$ cat config.mk
export PLATFORM = sky130hd
export DESIGN_NAME = path_component_validator_top
export DESIGN_NICKNAME = d
export VERILOG_FILES = /design/src/rtl/pcv_pkg.sv /design/src/rtl/path_component_validator_top.sv
export SDC_FILE = /design/constraint.sdc
export NUM_CORES = 1
export LEC_CHECK = 0
export BUFFER_PORTS_ARGS = -buffer_cell sky130_fd_sc_hd__clkbuf_2
export CAP_MARGIN = 20
export CORE_MARGIN = 4
export CORE_UTILIZATION = 24
export DETAILED_ROUTE_END_ITERATION = 16
export PLACE_DENSITY = 0.45
export SLEW_MARGIN = 20
export SYNTH_ARGS = -nofsm -noshare
export SYNTH_HDL_FRONTEND = slang
export SYNTH_SLANG_ARGS = --single-unit
$ cat constraint.sdc
create_clock -name clock -period 10.15 [get_ports clock]
set_clock_uncertainty 0.2 [all_clocks]
set_input_delay 1.5225 -clock clock [delete_from_list [all_inputs] [get_ports clock]]
set_output_delay 1.5225 -clock clock [all_outputs]
set_load 0.03 [all_outputs]
$ cat src/rtl/pcv_pkg.sv
`timescale 1ns / 1ps
`default_nettype none

package pcv_pkg;

   localparam int unsigned MaxNameBytesDefault = 255;
   localparam int unsigned BasePrefixDepth     = 5;
   // Base length saturates here, meaning "longer than the prefix".
   localparam logic [2:0]  BaseLenSaturated    = 3'd6;

   localparam logic [7:0] CharSpace     = 8'h20;
   localparam logic [7:0] CharDel       = 8'h7F;
   localparam logic [7:0] CharDot       = 8'h2E;
   localparam logic [7:0] CharQuote     = 8'h22;
   localparam logic [7:0] CharStar      = 8'h2A;
   localparam logic [7:0] CharSlash     = 8'h2F;
   localparam logic [7:0] CharColon     = 8'h3A;
   localparam logic [7:0] CharLess      = 8'h3C;
   localparam logic [7:0] CharGreater   = 8'h3E;
   localparam logic [7:0] CharQuestion  = 8'h3F;
   localparam logic [7:0] CharBackslash = 8'h5C;
   localparam logic [7:0] CharPipe      = 8'h7C;
   localparam logic [7:0] CharDigit1    = 8'h31;
   localparam logic [7:0] CharDigit9    = 8'h39;

   localparam logic [7:0] LeadTwoLow    = 8'hC2;
   localparam logic [7:0] LeadTwoHigh   = 8'hDF;
   localparam logic [7:0] LeadThreeLow  = 8'hE0;
   localparam logic [7:0] LeadThreeHigh = 8'hEF;
   localparam logic [7:0] LeadSurrogate = 8'hED;
   localparam logic [7:0] LeadFourLow   = 8'hF0;
   localparam logic [7:0] LeadFourHigh  = 8'hF4;
   localparam logic [7:0] SuperOne      = 8'hB9;
   localparam logic [7:0] SuperTwo      = 8'hB2;
   localparam logic [7:0] SuperThree    = 8'hB3;

   typedef enum logic [2:0] {
      CONT_NORMAL  = 3'd0,   // 80-BF
      CONT_FROM_A0 = 3'd1,   // A0-BF
      CONT_TO_9F   = 3'd2,   // 80-9F
      CONT_FROM_90 = 3'd3,   // 90-BF
      CONT_TO_8F   = 3'd4    // 80-8F
   } cont_class_type;

   typedef logic [7:0] prefix_type [BasePrefixDepth];

   function automatic logic [7:0] fold_lower(input logic [7:0] c);
      fold_lower = (c >= 8'h41 && c <= 8'h5A) ? c + 8'd32 : c;
   endfunction

   function automatic logic cont_ok(input logic [7:0] b, input cont_class_type cls);
      case (cls)
         CONT_FROM_A0: cont_ok = (b >= 8'hA0 && b <= 8'hBF);
         CONT_TO_9F:   cont_ok = (b >= 8'h80 && b <= 8'h9F);
         CONT_FROM_90: cont_ok = (b >= 8'h90 && b <= 8'hBF);
         CONT_TO_8F:   cont_ok = (b >= 8'h80 && b <= 8'h8F);
         default:      cont_ok = (b >= 8'h80 && b <= 8'hBF);
      endcase
   endfunction

   function automatic logic forbidden_ascii(input logic [7:0] b);
      forbidden_ascii = (b < CharSpace) || (b == CharDel) ||
                        (b == CharLess) || (b == CharGreater) || (b == CharColon) ||
                        (b == CharQuote) || (b == CharSlash) || (b == CharBackslash) ||
                        (b == CharPipe) || (b == CharQuestion) || (b == CharStar);
   endfunction

   function automatic logic base_is(input prefix_type p, input logic [23:0] w);
      base_is = (fold_lower(p[0]) == w[23:16]) && (fold_lower(p[1]) == w[15:8]) &&
                (fold_lower(p[2]) == w[7:0]);
   endfunction

   function automatic logic base_reserved(input prefix_type p, input logic [2:0] len);
      logic comlpt;
      comlpt = base_is(p, "com") || base_is(p, "lpt");
      case (len)
         3'd3: base_reserved = base_is(p, "con") || base_is(p, "prn") ||
                               base_is(p, "aux") || base_is(p, "nul");
         3'd4: base_reserved = comlpt && p[3] >= CharDigit1 && p[3] <= CharDigit9;
         3'd5: base_reserved = comlpt && p[3] == LeadTwoLow &&
                               (p[4] == SuperOne || p[4] == SuperTwo || p[4] == SuperThree);
         default: base_reserved = 1'b0;
      endcase
   endfunction

endpackage

`default_nettype wire

$ cat src/rtl/path_component_validator_top.sv
`timescale 1ns / 1ps
`default_nettype none

// Channel   Direction  Handshake             Payload
// req_      in         req_valid/req_stall   data_byte, last_byte, empty_name
// rsp_      out        rsp_valid/rsp_stall   name_valid
//
// One request is taken per cycle while req_stall is low; each byte updates the decoder state in the cycle it
// is accepted, through a single level of logic into the state registers.
// The answer for an ending request sits in the response register in the cycle after it is accepted.
// Requests are stalled only while a response is held and the receiver stalls it.
// Reset is synchronous and clears the decoder state (not the base prefix bytes) and the response valid flag.
module path_component_validator_top
   import pcv_pkg::*;
#(
   parameter int unsigned MAX_NAME_BYTES = MaxNameBytesDefault
) (
   input  wire logic       clock,
   input  wire logic       reset,
   input  wire logic       req_valid,
   output      logic       req_stall,
   input  wire logic [7:0] req_data_byte,
   input  wire logic       req_last_byte,
   input  wire logic       req_empty_name,
   output      logic       rsp_valid,
   input  wire logic       rsp_stall,
   output      logic       rsp_name_valid
);

   localparam int unsigned CountWidth = $clog2(MAX_NAME_BYTES + 1);
   localparam logic [CountWidth-1:0] CountMax = CountWidth'(MAX_NAME_BYTES);

   logic [CountWidth-1:0] byte_count_ff, byte_count_in;
   logic [1:0]            cont_left_ff, cont_left_in;
   cont_class_type        cont_class_ff, cont_class_in;
   logic                  error_ff, error_in;
   prefix_type            prefix_ff, prefix_in;
   logic [2:0]            base_len_ff, base_len_in;
   logic                  dot_seen_ff, dot_seen_in;
   logic                  rsp_valid_ff, rsp_valid_in;
   logic                  rsp_name_valid_ff, rsp_name_valid_in;

   logic req_accept;
   logic ends_name;
   logic verdict;

   assign req_stall  = rsp_valid_ff && rsp_stall;
   assign req_accept = req_valid && !req_stall;
   assign ends_name  = req_last_byte || req_empty_name;

   always_comb begin
      byte_count_in = byte_count_ff;
      cont_left_in  = cont_left_ff;
      cont_class_in = cont_class_ff;
      error_in      = error_ff;
      prefix_in     = prefix_ff;
      base_len_in   = base_len_ff;
      dot_seen_in   = dot_seen_ff;
      verdict       = 1'b0;

      if (byte_count_ff >= CountMax) begin
         error_in = 1'b1;
      end else begin
         byte_count_in = byte_count_ff + CountWidth'(1);
      end

      if (cont_left_ff != 2'd0) begin
         if (cont_ok(req_data_byte, cont_class_ff)) begin
            cont_left_in = cont_left_ff - 2'd1;
         end else begin
            error_in     = 1'b1;
            cont_left_in = 2'd0;
         end
         cont_class_in = CONT_NORMAL;
      end else if (req_data_byte <= CharDel) begin
         if (forbidden_ascii(req_data_byte)) begin
            error_in = 1'b1;
         end
      end else if (req_data_byte >= LeadTwoLow && req_data_byte <= LeadTwoHigh) begin
         cont_left_in  = 2'd1;
         cont_class_in = CONT_NORMAL;
      end else if (req_data_byte >= LeadThreeLow && req_data_byte <= LeadThreeHigh) begin
         cont_left_in  = 2'd2;
         cont_class_in = (req_data_byte == LeadThreeLow)  ? CONT_FROM_A0 :
                         (req_data_byte == LeadSurrogate) ? CONT_TO_9F : CONT_NORMAL;
      end else if (req_data_byte >= LeadFourLow && req_data_byte <= LeadFourHigh) begin
         cont_left_in  = 2'd3;
         cont_class_in = (req_data_byte == LeadFourLow)  ? CONT_FROM_90 :
                         (req_data_byte == LeadFourHigh) ? CONT_TO_8F : CONT_NORMAL;
      end else begin
         error_in = 1'b1;
      end

      if (!dot_seen_ff) begin
         if (req_data_byte == CharDot) begin
            dot_seen_in = 1'b1;
         end else begin
            for (int i = 0; i < BasePrefixDepth; i++) begin
               if (base_len_ff == 3'(i)) begin
                  prefix_in[i] = req_data_byte;
               end
            end
            if (base_len_ff < BaseLenSaturated) begin
               base_len_in = base_len_ff + 3'd1;
            end
         end
      end

      verdict = !error_in && (cont_left_in == 2'd0) && (req_data_byte != CharDot) &&
                (req_data_byte != CharSpace) && !base_reserved(prefix_in, base_len_in);

      // The name ends here: the state goes back to its reset values.
      if (ends_name) begin
         byte_count_in = '0;
         cont_left_in  = 2'd0;
         cont_class_in = CONT_NORMAL;
         error_in      = 1'b0;
         base_len_in   = 3'd0;
         dot_seen_in   = 1'b0;
      end
   end

   always_comb begin
      rsp_valid_in      = rsp_valid_ff && rsp_stall;
      rsp_name_valid_in = rsp_name_valid_ff;
      if (req_accept && ends_name) begin
         rsp_valid_in      = 1'b1;
         rsp_name_valid_in = !req_empty_name && verdict;
      end
   end

   always_ff @(posedge clock) begin
      if (reset) begin
         byte_count_ff <= '0;
         cont_left_ff  <= 2'd0;
         cont_class_ff <= CONT_NORMAL;
         error_ff      <= 1'b0;
         base_len_ff   <= 3'd0;
         dot_seen_ff   <= 1'b0;
         rsp_valid_ff  <= 1'b0;
      end else begin
         if (req_accept) begin
            byte_count_ff <= byte_count_in;
            cont_left_ff  <= cont_left_in;
            cont_class_ff <= cont_class_in;
            error_ff      <= error_in;
            base_len_ff   <= base_len_in;
            dot_seen_ff   <= dot_seen_in;
         end
         rsp_valid_ff <= rsp_valid_in;
      end
   end

   always_ff @(posedge clock) begin
      if (req_accept) begin
         prefix_ff <= prefix_in;
      end
      rsp_name_valid_ff <= rsp_name_valid_in;
   end

   assign rsp_valid      = rsp_valid_ff;
   assign rsp_name_valid = rsp_name_valid_ff;

   assert property (@(posedge clock) disable iff (reset) byte_count_ff <= CountMax)
      else $error("byte counter passed the name limit");

   assert property (@(posedge clock) disable iff (reset)
      (cont_class_ff != CONT_NORMAL) |-> (cont_left_ff >= 2'd2))
      else $error("restricted continuation range without a pending multi-byte lead");

   assert property (@(posedge clock) disable iff (reset)
      (req_valid && !req_stall && (req_last_byte || req_empty_name)) |=>
         (byte_count_ff == '0 && cont_left_ff == 2'd0 && !error_ff && !dot_seen_ff &&
          base_len_ff == 3'd0))
      else $error("decoder state not cleared after the end of a name");

   assert property (@(posedge clock) disable iff (reset)
      (req_valid && !req_stall && req_empty_name) |=> (rsp_valid_ff && !rsp_name_valid_ff))
      else $error("empty name not answered as invalid");

   assert property (@(posedge clock) disable iff (reset) base_len_ff <= BaseLenSaturated)
      else $error("base length passed its saturation value");

endmodule

`default_nettype wire

==> impl_metrics.yaml <==
setup_path:
  timing.critical_path.from_type: "input pin"
  critical_path_peak_fanout: 20
  max_stage_delay_ns: 0.79
  regToRegStartpoint: "base_len_ff[1]"
  critical_path.slowest_cell: "sky130_fd_sc_hd__or4b_1"
  cp-end-kind: "register"
  critical_path_buf_inv_count: 1
  cp_data_required_time_ns: 10.04
  timing_worst_setup_path_type: "input pin to register"
  cp_cell_sequence: "clkbuf_2, or4b_1, o21ai_2, mux2_2, ha_1, o311ai_0, o31ai_1, and4_1, a311o_1, a21oi_1"
  crit_start: "req_data_byte[0]"
  cp.arrival_ns: 4.97
  worst_path_dominant_cell_family: "compound AO/OA/AOI/OAI gates"
yosys:
  portion_of_synthesized_cell_area_occupied_by_the_leading_cell_type_pct: 30.8
  ys_top_cells_by_count: "52 x sky130_fd_sc_hd__nor2_1, 44 x sky130_fd_sc_hd__nand2_1, 41 x sky130_fd_sc_hd__edfxtp_1"
  count_leader_synth: "sky130_fd_sc_hd__nor2_1"
  synth_top_cells_by_area: "sky130_fd_sc_hd__edfxtp_1 31%, sky130_fd_sc_hd__dfxtp_1 9.5%, sky130_fd_sc_hd__mux2_2 6.5%"
  synth_seq_area_share_pct: 40.4
  synth_edf_count: 41
  asyncSetResetFlopFracSynth_pct: 0
  postSynth.topFlopCell: "sky130_fd_sc_hd__edfxtp_1"
  post_synth.cell_area_avg_um2: 9.02
  ys_ff_latch: 60
  mappedNetlistArea_um2: 3990
  synth.net_count: 467
  synth_warnings: 0
  post_synth_inst_count: 443
  yosysUniqueCellTypes: 72
  synthDominantAreaCellType: "sky130_fd_sc_hd__edfxtp_1"
sta:
  final.period_utilization_pct: 50.0
  max_slew.worst_pin.slew_ns: 0.898
  fin_setup_tns_ns: 0
  finalSetupViolCount: 0
  worst_slew_margin_rel_pct: 39.7
  hold_violations: 0
  timing_max_transition_violations_final: 0
  clock.fmax_ghz: 0.197
  finalWorstPathRequiredPeriod_ns: 5.08
  setup_repair_after_global_routing_missed_its_margin: "no"
clock_network:
  clock_tree.buffer_depth: 2
  worst_skew_pair.late_latency_ns: 0.34
  cell_at_the_root_of_the_clock_tree: "sky130_fd_sc_hd__clkbuf_16"
  cts_buffers: 9
  cts_setup_buffers: 0
  clock-sinks: 60
  tritoncts: "yes"
  cts_hold_buffers_added: 0
  cts_resized: 0
  clock_transition_at_the_registers_of_the_reported_paths_ns: 0.06
  htreeDepth: 3
grt:
  overflow: 0
  antenna_found_initial: 0
  maximum_number_of_pins_on_one_net_before_global_route_repair: 48
  grt_first_pass_wirelength_mm: 19.7
  combined_global_route_utilization_of_all_metal_layers_pct: 13.8
  via_count_of_the_first_global_routing_pass: 3450
drt:
  via_per_inst: 5.28
  post-route-drc-count: 0
  detailroute.via_count: 3534
  drt_iter0_markers: 272
  totalWireLength_mm: 12.2
  drtAntennaViolNets: 0
  detailedRoute.firstPassIterationCount: 5
  routedWlPerCell_um: 18.2
hold_path:
  hold_path.startpoint: "error_ff"
  hp-class: "register to register"
final_layout:
  antenna_cells: 0
  multi_input_area_um2: 2200
  nNetsFinal: 472
  layout-area-overhead-vs-synth_pct: 13.5
  finish.instance_area_um2: 4530
  fraction_of_final_layout_cells_with_drive_strength_greater_than_1_pct: 15.7
  fillCellCount: 1752
  final_util_pct: 28.1
  finalNonFillerCells: 669
  ff_latch_area_um2: 1610
die:
  floorplan.initialDensity_pct: 24.8
  horizontal_extent_of_the_die_um: 137
  fp.dieH_um: 137
  rows: 46
  io_count: 17
  core_area_um2: 16100
  fp.dieArea_um2: 18800
run:
  count_of_maximum_capacitance_violations: 0
pwr:
  power.leakage_nw: 1.60
  power_density_nw_per_um2: 145
  total_power_mw: 0.658
  maximum_vdd_drop_mv: 0.0809
placed_design:
  cell_area_reported_after_detailed_placement_um2: 4260
  detailedPlacementHpwl_mm: 8.53
  port_buffers: 16
  finalWeightedCongestion: 0.877
  placedCellCount: 653
run_status:
  result_of_the_run: "completed"
==> power breakdown <==
part / internal (mW) / total (mW) / switching [mW]
clock: 0.170 / 0.285 / 0.115
combinational: 0.0288 / 0.0841 / 0.0553
sequential: 0.278 / 0.289 / 0.0107
==> area by class of cell <==
| class | count | share of cell area (%) |
|---|---|---|
| multi-input combinational | 339 | 48.6 |
| inverter | 18 | 1.49 |
| sequential | 60 | 35.6 |
| timing repair buffer | 20 | 2.43 |
| clock inverter | 5 | 0.607 |
| clock buffer | 11 | 5.36 |
| tap | 216 | 5.96 |
==> per-layer routing <==
layer	part of all wire (%)	GRT usage (%)	vias to the layer above
met1	47	19.1	1694
li1	-	-	1682
met4	2.7	5.76	0
met3	6.6	3.75	27
met2	43	20.3	131
met5	0	0	-
==> metrics by stage <==
stage,worst slack [ns],hold WS [ns]
2_1_floorplan,5.53,0.261
3_3_place_gp,4.86,0.273
3_5_place_dp,4.75,0.284
4_1_cts,5.09,0.294
5_1_grt,4.86,0.316
6_report,5.07,0.293
==> layout by cell type (no fill, tap or decap), types with 3 or more instances in the layout <==
cell type	n
sky130_fd_sc_hd__nor4_1	7
sky130_fd_sc_hd__and3_1	5
sky130_fd_sc_hd__edfxtp_1	41
sky130_fd_sc_hd__mux2i_1	4
sky130_fd_sc_hd__nand2_1	44
sky130_fd_sc_hd__clkbuf_16	9
sky130_fd_sc_hd__o31ai_1	6
sky130_fd_sc_hd__xor2_1	5
sky130_fd_sc_hd__nand2b_1	5
sky130_fd_sc_hd__clkinv_2	3
sky130_fd_sc_hd__nand3b_1	3
sky130_fd_sc_hd__o21ai_0	25
sky130_fd_sc_hd__a32oi_1	4
sky130_fd_sc_hd__mux2_2	23
sky130_fd_sc_hd__nand4b_1	4
sky130_fd_sc_hd__buf_4	4
sky130_fd_sc_hd__clkbuf_2	16
sky130_fd_sc_hd__dfxtp_1	19
sky130_fd_sc_hd__ha_1	10
sky130_fd_sc_hd__nand4_1	4
sky130_fd_sc_hd__a31oi_1	7
sky130_fd_sc_hd__or2_2	4
sky130_fd_sc_hd__inv_1	17
sky130_fd_sc_hd__a21o_1	3
sky130_fd_sc_hd__nor2_1	52
sky130_fd_sc_hd__a2111oi_0	3
sky130_fd_sc_hd__a22oi_1	7
sky130_fd_sc_hd__nor4b_1	4
sky130_fd_sc_hd__nand3_1	12
sky130_fd_sc_hd__nor3_1	16
sky130_fd_sc_hd__a21oi_1	23
==> worst register-to-register path: stages, from the launching register on <==
cell                      delay (ns)
sky130_fd_sc_hd__dfxtp_1        0.38
sky130_fd_sc_hd__inv_1          0.12
sky130_fd_sc_hd__ha_1           0.18
sky130_fd_sc_hd__nor3b_1        0.70
sky130_fd_sc_hd__o21ai_1        0.55
sky130_fd_sc_hd__nand2_1        0.19
sky130_fd_sc_hd__nand2_1        0.11
sky130_fd_sc_hd__ha_1           0.22
sky130_fd_sc_hd__o31ai_1        0.26
sky130_fd_sc_hd__a31oi_1        0.13
sky130_fd_sc_hd__nor3_1         0.27
sky130_fd_sc_hd__a21oi_1        0.11
==> flip-flops by register name, summed over array words and instances, names as in the netlist <==
name and count:
rsp_valid 1, base_len_ff 3, rsp_name_valid 1, cont_class_ff 3, dot_seen_ff 1, cont_left_ff 2, byte_count_ff 8, prefix_ff 40
error_ff 1
==> worst paths after layout <==
path	to	slack, ns	depth (start not counted)
setup / recovery	rsp_name_valid	5.07	10
hold / removal	error_ff	0.29	2
setup reg to reg	rsp_name_valid	6.48	11
hold reg to reg	error_ff	0.29	2
==> cell families after synthesis <==
family                   Yosys count  share of synthesized area, %
adder cells (fa/ha/maj)           10                          3.13
flip-flops                        60                          40.4
AO/OA/AOI/OAI                    115                          19.8
AND/OR/NAND/NOR                  180                          23.2
buffers and inverters             44                          4.51
multiplexers                      27                          7.49
XOR/XNOR                           7                          1.54
Note: power is estimated with default switching activity, not from simulation.
